File: config.mk
export PLATFORM = sky130hd
export DESIGN_NAME = threshold_quantize_pack_core
export DESIGN_NICKNAME = d
export VERILOG_FILES = /design/src/tqp_pkg.sv /design/src/threshold_quantize_pack_core.sv /design/src/tqp_quantize.sv
export SDC_FILE = /design/constraint.sdc
export NUM_CORES = 1
export LEC_CHECK = 0
export BUFFER_PORTS_ARGS = -buffer_cell sky130_fd_sc_hd__buf_2
export CORE_UTILIZATION = 60
export DETAILED_ROUTE_END_ITERATION = 8
export PLACE_DENSITY = 0.81
export SETUP_SLACK_MARGIN = 0.02
export SLEW_MARGIN = 10
export SYNTH_ARGS = -nofsm -noshare
export SYNTH_HDL_FRONTEND = slang
export SYNTH_SLANG_ARGS = --single-unit
File: constraint.sdc
create_clock -name clock -period 3.3 [get_ports clock]
set_input_delay 0.66 -clock clock [delete_from_list [all_inputs] [get_ports clock]]
set_output_delay 0.66 -clock clock [all_outputs]
set_load 0.02 [all_outputs]
File: src/tqp_pkg.sv
package tqp_pkg;

   // Number of thresholds the quantizer may consult (1 to 15).
   localparam int ThresholdCount = 15;
   // Threshold storage is fixed by the register map: 8 low plus 7 high bytes.
   localparam int ThreshSlots = 15;

   localparam int CsrAddrWidth = 2;
   localparam int CsrDataWidth = 64;

   // Register indexes on the configuration port.
   localparam logic [CsrAddrWidth-1:0] CsrPixelWidth = 2'd0;
   localparam logic [CsrAddrWidth-1:0] CsrThreshLow  = 2'd1;
   localparam logic [CsrAddrWidth-1:0] CsrThreshHigh = 2'd2;

   // Pixel width codes. Any other code selects four-bit codes.
   localparam logic [1:0] WidthOne  = 2'd0;
   localparam logic [1:0] WidthTwo  = 2'd1;
   localparam logic [1:0] WidthFour = 2'd2;

   localparam logic [7:0]  PartialReset    = 8'hFF;
   localparam logic [63:0] ThreshLowReset  = 64'hFFFF_FFFF_FFFF_FF7D;
   localparam logic [55:0] ThreshHighReset = 56'hFF_FFFF_FFFF_FFFF;

   typedef logic [ThreshSlots-1:0][7:0] thresh_array_type;

endpackage

File: src/threshold_quantize_pack_core.sv
// Threshold quantizer and bit packer for an 8-bit gray pixel stream.
// The req channel carries one pixel per transaction in raster order, with
// req_tlast marking the last pixel of an image row. Each pixel is turned into
// a 1, 2 or 4-bit code by comparing it against the configured thresholds, and
// the codes are packed MSB-first into bytes that start as all ones.
// The rsp channel carries one packed byte per transaction when the byte is
// full or the row ends; rsp_tlast marks the last byte of a row and slots that
// were never filled read as ones.
// A pixel is taken into an input register, quantized and packed from there,
// and its byte lands in the output register, which drives rsp_tvalid; a
// byte waiting there on a stalled receiver can hold the packing step back.
// One pixel is accepted in every cycle unless a byte-completing pixel is held
// behind a stalled output byte; the packing state update is the only loop.
// When the receiver stalls, the byte waits in the output register while the
// input register still takes one more pixel; pixels that do not complete a
// byte keep flowing. Synchronous reset empties both registers, restores the
// default thresholds and one-bit mode, and starts a fresh byte. Users must write
// configuration via csr_we/csr_addr/csr_wdata only while idle; not enforced.
module threshold_quantize_pack_core (
   input  logic                                 clock,
   input  logic                                 reset,
   input  logic                                 req_tvalid,
   output logic                                 req_tready,
   input  logic                           [7:0] req_tdata,   // [7:0] gray_level
   input  logic                                 req_tlast,   // last_in_row
   output logic                                 rsp_tvalid,
   input  logic                                 rsp_tready,
   output logic                           [7:0] rsp_tdata,   // [7:0] packed_byte
   output logic                                 rsp_tlast,   // row_end
   input  logic                                 csr_we,
   input  logic    [tqp_pkg::CsrAddrWidth-1:0]  csr_addr,
   input  logic    [tqp_pkg::CsrDataWidth-1:0]  csr_wdata
);
   import tqp_pkg::*;

   // Configuration registers.
   logic [1:0]  width_ff;
   logic [63:0] thr_low_ff;
   logic [55:0] thr_high_ff;

   // Input register.
   logic       in_valid_ff, in_valid_in;
   logic [7:0] in_gray_ff;
   logic       in_last_ff;

   // Packing state.
   logic [7:0] partial_ff, partial_in;
   logic [2:0] slot_ff, slot_in;

   // Output register.
   logic       out_valid_ff, out_valid_in;
   logic [7:0] out_byte_ff;
   logic       out_last_ff;

   thresh_array_type thresholds;
   logic [3:0] code;
   logic [7:0] ones;
   logic [3:0] per_byte;
   logic [2:0] shift;
   logic [7:0] field_mask;
   logic [7:0] merged;
   logic       place;
   logic       emit;
   logic       advance;
   logic       accept;

   assign thresholds = thresh_array_type'({thr_high_ff, thr_low_ff});

   tqp_quantize u_quantize (
      .width_code (width_ff),
      .gray_level (in_gray_ff),
      .thresholds (thresholds),
      .code       (code)
   );

   // Field geometry for the current slot. The shift is only used when the
   // slot still lies inside the byte.
   always_comb begin
      case (width_ff)
         WidthOne: begin
            ones     = 8'h01;
            per_byte = 4'd8;
            shift    = 3'd7 - slot_ff;
         end
         WidthTwo: begin
            ones     = 8'h03;
            per_byte = 4'd4;
            shift    = 3'd6 - {slot_ff[1:0], 1'b0};
         end
         default: begin
            ones     = 8'h0F;
            per_byte = 4'd2;
            shift    = 3'd4 - {slot_ff[0], 2'b00};
         end
      endcase
   end

   // A slot beyond the byte (after a width change mid-byte) drops the code
   // and flushes what has been collected so far.
   always_comb begin
      place      = {1'b0, slot_ff} < per_byte;
      field_mask = ones << shift;
      merged     = place ? ((partial_ff & ~field_mask) | ((8'(code) << shift) & field_mask))
                         : partial_ff;
      emit       = (({1'b0, slot_ff} + 4'd1) >= per_byte) || in_last_ff;
   end

   // The held pixel moves on unless it produces a byte that has nowhere to go.
   assign advance    = in_valid_ff && (!emit || !out_valid_ff || rsp_tready);
   assign req_tready = !in_valid_ff || advance;
   assign accept     = req_tvalid && req_tready;

   always_comb begin
      in_valid_in  = accept ? 1'b1 : (advance ? 1'b0 : in_valid_ff);
      partial_in   = partial_ff;
      slot_in      = slot_ff;
      out_valid_in = out_valid_ff && !rsp_tready;
      if (advance) begin
         if (emit) begin
            partial_in   = PartialReset;
            slot_in      = 3'd0;
            out_valid_in = 1'b1;
         end else begin
            partial_in = merged;
            slot_in    = slot_ff + 3'd1;
         end
      end
   end

   always_ff @(posedge clock) begin
      if (reset) begin
         width_ff     <= WidthOne;
         thr_low_ff   <= ThreshLowReset;
         thr_high_ff  <= ThreshHighReset;
         in_valid_ff  <= 1'b0;
         partial_ff   <= PartialReset;
         slot_ff      <= 3'd0;
         out_valid_ff <= 1'b0;
      end else begin
         if (csr_we) begin
            case (csr_addr)
               CsrPixelWidth: width_ff    <= csr_wdata[1:0];
               CsrThreshLow:  thr_low_ff  <= csr_wdata[63:0];
               CsrThreshHigh: thr_high_ff <= csr_wdata[55:0];
               default:       ;
            endcase
         end
         in_valid_ff  <= in_valid_in;
         partial_ff   <= partial_in;
         slot_ff      <= slot_in;
         out_valid_ff <= out_valid_in;
      end
   end

   // Payload registers.
   always_ff @(posedge clock) begin
      if (accept) begin
         in_gray_ff <= req_tdata;
         in_last_ff <= req_tlast;
      end
      if (advance && emit) begin
         out_byte_ff <= merged;
         out_last_ff <= in_last_ff;
      end
   end

   assign rsp_tvalid = out_valid_ff;
   assign rsp_tdata  = out_byte_ff;
   assign rsp_tlast  = out_last_ff;

endmodule

File: src/tqp_quantize.sv
module tqp_quantize (
   input  logic                      [1:0] width_code,
   input  logic                      [7:0] gray_level,
   input  tqp_pkg::thresh_array_type       thresholds,
   output logic                      [3:0] code
);
   import tqp_pkg::*;

   logic [3:0] count;

   always_comb begin
      case (width_code)
         WidthOne: count = 4'd1;
         WidthTwo: count = 4'd3;
         default:  count = 4'd15;
      endcase
      if (count > 4'(ThresholdCount)) begin
         count = 4'(ThresholdCount);
      end
   end

   // The first threshold in use (lowest index) that lies above the pixel gives the code.
   always_comb begin
      code = count;
      for (int k = ThreshSlots - 1; k >= 0; k--) begin
         if ((4'(k) < count) && (gray_level < thresholds[k])) begin
            code = 4'(k);
         end
      end
   end

endmodule

# Word level (Yosys, flattened, before mapping)
# Index checks and enable logic that the tools add are counted.
# word_totals
ff_bits,153
latchBits,0
ram_bits,0
rom_bits,0
out_inout_bits,11
word_cells,118
memories,0
# classes
addsub,5
n_mul,0
n_div,0
magnitude_cmp,33
eq_ne,3
n_shift,2
muxes,27
bitwise_logic,4
n_reduce_logical,33
# ops
op,n
< comparator 8 bit,15
2-to-1 mux 4 bit,16
"< comparator 4 bit, first input constant",7
case mux 4 bit (2 select lines),3
logical AND 1 bit,19
AND 8 bit,2
"< comparator 3 x 4 -> 1 bit, first input constant",4
2-to-1 mux 8 bit,2
"subtractor 3 bit, first input constant",3
"< comparator 1 x 4 -> 1 bit, first input constant",2
"< comparator 2 x 4 -> 1 bit, first input constant",2
NOT 8 bit,1
bitwise OR 8 bit,1
<< shifter 4 x 3 -> 8 bit,1
<< shifter 8 x 3 -> 8 bit,1
case mux 3 bit (2 select lines),1
AND reduction 2 bit,3
"adder 3 x 1 -> 4 bit, second input constant",1
"== test 2 x 1 -> 1 bit, second input constant",2
>= comparator 4 bit,1
"greater-than comparator 4 bit, second input constant",1
zero test 1 bit,4
zero test 2 bit,2
logical OR 1 bit,4
6 further kinds,9

# Logic depth before layout (Yosys ltp)
# Gate-level depths: netlist of run 1.
# logic_depth
ltp_word,26
mapped_depth,13
ltp_nobuf,11

# Cells and area by module
# Synthesis of run 1 repeated with hierarchy kept, for this count alone.
# hier_totals
hier_cells,1075
area_unflattened_um2,9028.7
# by_module_without_submodules
mod,instances,cells_per_inst,area_each_um2,seq_area_each_um2
threshold_quantize_pack_core,1,675,6083.3,3243.1
tqp_quantize,1,400,2945.3,0.0

# Worst setup path before layout of run 1
# Ideal clock, no wire load.
# synth_timing
kind,reg2reg
from,register width_ff[1]
to,register partial_ff[2]
setup_time_ns,0.081
arrival_ns,2.877
required_time_ns,3.219
setup_slack_ns,0.342
path_stages_with_launch,14
synth_period_minus_slack_ns,2.958
cell_sequence,dfxtp_1 -> buf_4 -> inv_1 -> buf_2 -> buf_6 -> nand2_1 -> ha_1 -> a21o_1 -> a211oi_4 -> o21ai_2 -> nor2_1 -> nor2_1 -> a41o_1 -> a41oi_1
# synth_between
elab_chain_len,26
# synth_lines
element,line,source
"start, declared",threshold_quantize_pack_core.sv:37,logic [1:0] width_ff;
"start signal, assigned",threshold_quantize_pack_core.sv:132,width_ff <= WidthOne;
"start signal, assigned",threshold_quantize_pack_core.sv:142,CsrPixelWidth: width_ff <= csr_wdata[1:0];
== test 2 x 1 -> 1 bit or zero test 2 bit (tied branches),"threshold_quantize_pack_core.sv:79, tqp_quantize.sv:12",
case mux 4 bit (2 select lines),"threshold_quantize_pack_core.sv:79, tqp_quantize.sv:12",
greater-than comparator 4 bit,tqp_quantize.sv:17,if (count > 4'(ThresholdCount)) begin
2-to-1 mux 4 bit,tqp_quantize.sv:17,
< comparator 4 bit,tqp_quantize.sv:26,if ((4'(k) < count) && (gray_level < thresholds[k])) begin
logical AND 1 bit,tqp_quantize.sv:26,
2-to-1 mux 4 bit (15 in series),tqp_quantize.sv:26,
<< shifter 4 x 3 -> 8 bit,threshold_quantize_pack_core.sv:103,merged = place ? ((partial_ff & ~field_mask) | ((8'(code) << shift) & field_mask))
AND 8 bit,threshold_quantize_pack_core.sv:103,
bitwise OR 8 bit,threshold_quantize_pack_core.sv:103,
2-to-1 mux 8 bit,threshold_quantize_pack_core.sv:103,
2-to-1 mux 8 bit,threshold_quantize_pack_core.sv:119,if (emit) begin
"end signal, assigned",threshold_quantize_pack_core.sv:136,partial_ff <= PartialReset;
"end signal, assigned",threshold_quantize_pack_core.sv:149,partial_ff <= partial_in;
"end, declared",threshold_quantize_pack_core.sv:47,"logic [7:0] partial_ff, partial_in;"
# Parallel ways exist; a longest one is shown, timed or not.
# A chain may end at the register's enable or synchronous reset.

# Worst setup path after layout of run 1
# layout_timing
from,register slot_ff[1]
to,output port req_tready
# layout_between
elab_chain_len,8
# layout_lines
element,line,source
"start, declared",threshold_quantize_pack_core.sv:48,"logic [2:0] slot_ff, slot_in;"
"start signal, assigned",threshold_quantize_pack_core.sv:150,slot_ff <= slot_in;
adder 3 x 1 -> 4 bit,threshold_quantize_pack_core.sv:105,"emit = (({1'b0, slot_ff} + 4'd1) >= per_byte) || in_last_ff;"
>= comparator 4 bit,threshold_quantize_pack_core.sv:105,
logical OR 1 bit,threshold_quantize_pack_core.sv:105,
zero test 1 bit,threshold_quantize_pack_core.sv:109,assign advance = in_valid_ff && (!emit || !out_valid_ff || rsp_tready);
logical OR 1 bit (2 in series),threshold_quantize_pack_core.sv:109,
logical AND 1 bit,threshold_quantize_pack_core.sv:109,
logical OR 1 bit,threshold_quantize_pack_core.sv:110,assign req_tready = !in_valid_ff || advance;
"end, declared",threshold_quantize_pack_core.sv:23,"output logic req_tready,"
# Every way passes these cells.

==> results_dict.tcl, run 1 <==
set metrics [dict create \
    status "completed" \
    worst_path_dominant_cell_family "compound AO/OA/AOI/OAI gates" \
    netlist_area_sq_mm 0.00876 \
    cts_buffers 17 \
    crit_path_end_kind "output pin" \
    fp.dieH_microns 123 \
    yosys.area.top_type_share 0.309 \
    ys.flop_type "dfxtp_1" \
    crit_cells 9 \
    timing.rr.start "in_gray_ff[6]" \
    post_synth.cell_area_avg_sq_um 8.42 \
    grt_overflow 0 \
    crit_buf_inv 2 \
    powerDensity_mw_per_mm2 466 \
    hold_viol 0 \
    dp_hpwl_microns 15000 \
    path_cells "ha_4, inv_1, ha_1, a21bo_2, a21o_1, a211oi_4, nand2b_4, or2_4, buf_6" \
    port_buffers 90 \
    grt_use_total 0.299 \
    power_leakage_nw 5.48 \
    yosys.area_share.simple 0.227 \
    period_needed_ns 3.19 \
    die_area_sq_mm 0.0151 \
    synth_most_common_cell "nand2_1" \
    nets 1319 \
    grt_first_pass_wirelength_microns 34400 \
    htree_levels 4 \
    clock-sinks 153 \
    synth_cell_type_count 65 \
    die_width_microns 123 \
    fp-row-count 43 \
    slew_violations 0 \
    cts_max_path_buffers 2 \
    critPathRequiredTime_ns 2.64 \
    synth_edf_count 18 \
    drive_above_1_share 0.148 \
    io_pins 91 \
    ff2ff_setup_slack_ns 0.23 \
    synth_top_family_by_area "simple AND/OR/NAND/NOR gates" \
    fin_total_pwr_mw 4.74 \
    initial_core_util 0.624 \
    synth_top_area_cell "dfxtp_1" \
    synth_cells 1040 \
    gp_congestion 0.868 \
    postCtsHoldBufs 0 \
    via_per_inst 5.70 \
    arrival_ns 2.53 \
    fin_crit_sh 0.966 \
    hold_class "input pin to register" \
    drt_first_pass_iters 5 \
    final_antenna_net_count 0 \
    timing.fmax_mhz 314 \
    critPathKind "register to output pin" \
    drc_errors 0 \
    synth_fa_ha_area_frac 0.156 \
    async_flop_share 0 \
    syn_to_final_growth_pct 16.0 \
    wl_microns 21900 \
    wl_per_cell_microns 16.5 \
    synth_nets 1229 \
    cpPeakStageDelay_ns 0.36 \
    synthTopCellsByCount "nand2_1, dfxtp_1, inv_1, ha_1, nor2_1" \
    skew_ns 0.00917 \
    path_clk_slew_ns 0.06 \
    grt_setup_unrepaired "false" \
    synth_xor_area_frac 0.00100 \
    rr_worst_depth 10 \
    muxShareOfSynthArea 0.00829 \
    num_vias 7546 \
    core_area_sq_mm 0.0140 \
    grt_max_degree 74 \
    drt_iter0_drc 527 \
    crit_path_start "slot_ff[1]" \
    relSlewSlack 0.515 \
    slowest_stage "dfxtp_4" \
    insertion_delay_ns 0.43 \
    drv_cap 0 \
    grt_pass1_vias 7096 \
    critPathLaunchType "register" \
    tns_ns 0 \
    diodes 0 \
    reg2reg_to "rsp_tdata[6]" \
    worstMarginPinSlew_ns 0.728 \
    cp_max_fo 6 \
    synth_area_leaders "dfxtp_1, ha_1, nand2_1" \
    seq_area_frac_synth 0.370 \
    synth_compound_area_frac 0.162 \
    cts_tree "built" \
    setup_viol 0 \
    ys_warn_count 0 \
    synth_seq_cells 153 \
    clk_root_buffer_cell "clkbuf_16" \
    grt_antenna_before_repair 0 \
    crit_path_end "req_tready" \
    ir_drop_uv 370 \
]
per-layer routing:
metal	GRT usage	up-vias	routed length, microns
met2	0.492	240	10500
met4	0.134	0	671
met5	0	-	0
li1	-	3771	-
met3	0.0618	60	1230
met1	0.376	3475	9530
stage by stage:
stage                     hold WS (ns)  cells  worst slack, ns  cell area (sq um)  utilization
after floorplan                  0.429   1040            0.342               8760            -
after global placement           0.444   1282            0.320               9430        0.672
after detailed placement         0.451   1282            0.247               9430        0.672
after CTS                        0.393   1314           0.0316              10000        0.715
after global routing             0.393   1323           0.0144              10200        0.724
final                            0.407   1323            0.114              10200        0.724
state kept, by name (all words and copies together), names as in the netlist:
name / count
thr_high_ff: 56
partial_ff: 8
in_last_ff: 1
rsp_tlast: 1
rsp_tdata: 8
rsp_tvalid: 1
width_ff: 2
in_gray_ff: 8
in_valid_ff: 1
thr_low_ff: 64
slot_ff: 3
power by group:
part           total [mW]  leakage (nW)  switching (mW)  internal, mW
Combinational       0.683          3.93           0.396         0.287
Sequential           2.03          1.27          0.0511          1.97
Clock                2.03         0.286           0.773          1.26
Total                4.74          5.48            1.22          3.52
worst reg2reg max path, stage by stage (launching register included):
cell and delay (ns):
edfxtp_1 0.56, buf_4 0.27, ha_1 0.31, a21o_1 0.19
a2111oi_1 0.43, o31ai_1 0.16, nand3_1 0.13, o221ai_1 0.14
a21oi_1 0.35, o21bai_1 0.17, a31oi_1 0.19
how the worst min path moves through the flow:
stage	from	endpoint	slack, ns	depth (start not counted)
2_1_floorplan	thr_low_ff[32]	thr_low_ff[32]	0.43	2
3_3_place_gp	thr_low_ff[1]	thr_low_ff[1]	0.44	2
3_5_place_dp	thr_low_ff[32]	thr_low_ff[32]	0.45	2
4_1_cts	req_tdata[3]	in_gray_ff[3]	0.39	1
5_1_grt	req_tdata[0]	in_gray_ff[0]	0.39	1
6_report	req_tdata[3]	in_gray_ff[3]	0.41	1
area by class of cell:
class	instances	area [sq um]
Clock buffer	19	433
Clock inverter	13	178
Fill cell	1073	3880
Inverter	122	458
Multi-Input combinational cell	716	4900
Sequential cell	153	3250
Tap cell	180	225
Timing Repair Buffer	120	722
layout by cell type, fill, tap and decap left out, types with 9 or more instances in the layout:
cell and instances:
clkbuf_16 17, a21o_1 12, edfxtp_1 18, a31oi_1 12, nor2_1 77, a211o_1 51
a211oi_1 10, nand3b_1 73, nand2b_1 10, a21oi_1 28, and2_1 9, dfxtp_1 134
o21ai_0 20, nand3_1 21, ha_1 108, nand2_1 181, buf_4 28, buf_2 88
inv_1 122
repair_timing:
item,CTS,global route
endpoints found under the setup margin,1,5
pin swaps,1,2
buffers inserted,0,9
resized for setup,1,8
cell families (layout without fill, tap and decap cells):
family | Yosys count | in the layout
AND/OR/NAND/NOR | 409 | 409
adder cells (fa/ha/maj) | 109 | 109
XOR/XNOR | 1 | 1
flip-flops | 153 | 153
AO/OA/AOI/OAI | 190 | 190
multiplexers | 7 | 7
buffers and inverters | 171 | 274
No activity file was read; power rests on OpenSTA's default activity.
==> inputs of run 2 (changes only) <==
- MAX_ROUTING_LAYER: not set -> met4
==> run 2 against run 1 <==
  * Sequential power about the same
  * Clock power about the same
  * Highest routed layer unchanged
  * Clock skew up 0.0012 ns
  * Combinational power down 0.7%
  * Via count about the same
  * Flip-flop and latch count unchanged
  * Largest power group is now clock
  * Routed wire length down 0.27%
  * Die area unchanged
  * Critical endpoint unchanged
  * First-iteration DRC count up 3.0%
==> results_dict.tcl, run 2 (synthesis gave the netlist of run 1 again) <==
set metrics [dict create \
    status "completed" \
    grt_use_total 0.308 \
    drt_first_pass_iters 5 \
    top_register "thr_low_ff" \
    switching_share 0.259 \
    htree_levels 4 \
    critPathLaunchType "register" \
    largest_reg_flops 64 \
    critPathKind "register to output pin" \
    p_comb_frac 0.143 \
    grt_max_degree 74 \
    cts_tree "built" \
    die_area_sq_mm 0.0151 \
    diodes 0 \
    final_antenna_net_count 0 \
    port_buffers 90 \
    powerDensity_mw_per_mm2 468 \
    period_needed_ns 3.19 \
    final_cell_mix "nand2_1, dfxtp_1, inv_1" \
    cts_max_path_buffers 2 \
    insertion_delay_ns 0.43 \
    skew_ns 0.0104 \
    holdPathStages 1 \
    postLayoutCellArea_sq_mm 0.0101 \
    intPower_mw 3.52 \
    top_regs "thr_low_ff (64), thr_high_ff (56)" \
    cp_max_fo 6 \
    drv_cap 0 \
    core_area_sq_mm 0.0140 \
    postCtsHoldBufs 0 \
    clock-sinks 153 \
    critPathRequiredTime_ns 2.64 \
    relSlewSlack 0.519 \
    fin_cells 1320 \
    via_per_inst 5.72 \
    hold_viol 0 \
    rr_worst_depth 10 \
    die_width_microns 123 \
    initial_core_util 0.624 \
    p_sw_mw 1.23 \
    layout_commonest_cell "nand2_1" \
    path_clk_slew_ns 0.06 \
    gp_congestion 0.882 \
    dp_cells 1282 \
    dp_hpwl_microns 15000 \
    fp.dieH_microns 123 \
    fp-row-count 43 \
    clkPwrFrac 0.430 \
    power_leakage_nw 5.47 \
    syn_to_final_growth_pct 15.8 \
    slew_violations 0 \
    clk_root_buffer_cell "clkbuf_16" \
    timing.fmax_mhz 314 \
    placed_area_sq_mm 0.00943 \
    cts_buffers 17 \
    io_pins 91 \
    hold_class "input pin to register" \
    worstMarginPinSlew_ns 0.721 \
    drive_above_1_share 0.146 \
    fin_crit_sh 0.966 \
    nets 1316 \
    num_vias 7550 \
    grt_pass1_vias 7080 \
    grt_first_pass_wirelength_microns 34400 \
    ir_drop_uv 371 \
    tns_ns 0 \
    setup_viol 0 \
    drc_errors 0 \
    crit_path_end_kind "output pin" \
    grt_antenna_before_repair 0 \
    fin_total_pwr_mw 4.74 \
    pwr-share-seq 0.427 \
    wl_per_cell_microns 16.5 \
    grt_setup_unrepaired "false" \
    arrival_ns 2.53 \
    drt_iter0_drc 543 \
    wl_microns 21800 \
    grt_overflow 0 \
]
-- run 2: area by class of cell --
class / instances / area (sq um)
Multi-Input combinational cell: 716 / 4900
Fill cell: 1078 / 3910
Sequential cell: 153 / 3250
Timing Repair Buffer: 117 / 699
Inverter: 122 / 458
Clock buffer: 19 / 433
Tap cell: 180 / 225
Clock inverter: 13 / 178
-- run 2: power groups by stage --
stage               Combinational (mW)  Sequential, mW  Clock, mW
floorplan                        0.432            2.06          0
global placement                 0.625            2.07          0
detailed placement               0.643            2.07          0
CTS                              0.655            2.03       2.05
global route                     0.762            2.04       2.12
finish                           0.678            2.03       2.04
-- run 2: per-layer routing --
| metal | wire length (microns) | global-route usage |
|---|---|---|
| met1 | 9680 | 0.376 |
| met2 | 10400 | 0.492 |
| met3 | 1070 | 0.0646 |
| met4 | 654 | 0.132 |
| met5 | 0 | - |
-- run 2: worst max-delay path, cell delays in order (launching register included) --
cell      delay (ns)
dfxtp_4         0.36
ha_4            0.27
inv_1           0.04
ha_1            0.25
a21bo_2         0.21
a21o_1          0.18
a211oi_4        0.36
nand2b_4        0.20
or2_4           0.12
buf_6           0.11
-- run 2: worst paths after layout --
| kind | from | slack (ns) | to |
|---|---|---|---|
| worst max register to register | in_gray_ff[7] | 0.23 | rsp_tdata[3] |
| worst max-delay path | slot_ff[1] | 0.11 | req_tready |
| worst min register to register | thr_low_ff[16] | 0.46 | thr_low_ff[16] |
| worst min-delay path | req_tdata[3] | 0.40 | in_gray_ff[3] |
-- run 2: timing repair --
| item | CTS | global route |
|---|---|---|
| buffers inserted | 0 | 6 |
| gates resized for setup | 1 | 8 |
| gates cloned | 0 | 0 |
| setup endpoints to repair | 1 | 5 |
| pin swaps | 1 | 2 |
-- run 2: through the flow --
| step | hold WS [ns] | utilization | worst slack [ns] |
|---|---|---|---|
| CTS | 0.393 | 0.715 | 0.0316 |
| finish | 0.404 | 0.722 | 0.112 |
| floorplan | 0.429 | - | 0.342 |
| global route | 0.391 | 0.722 | 0.0125 |
| global placement | 0.444 | 0.672 | 0.320 |
| detailed placement | 0.451 | 0.672 | 0.247 |
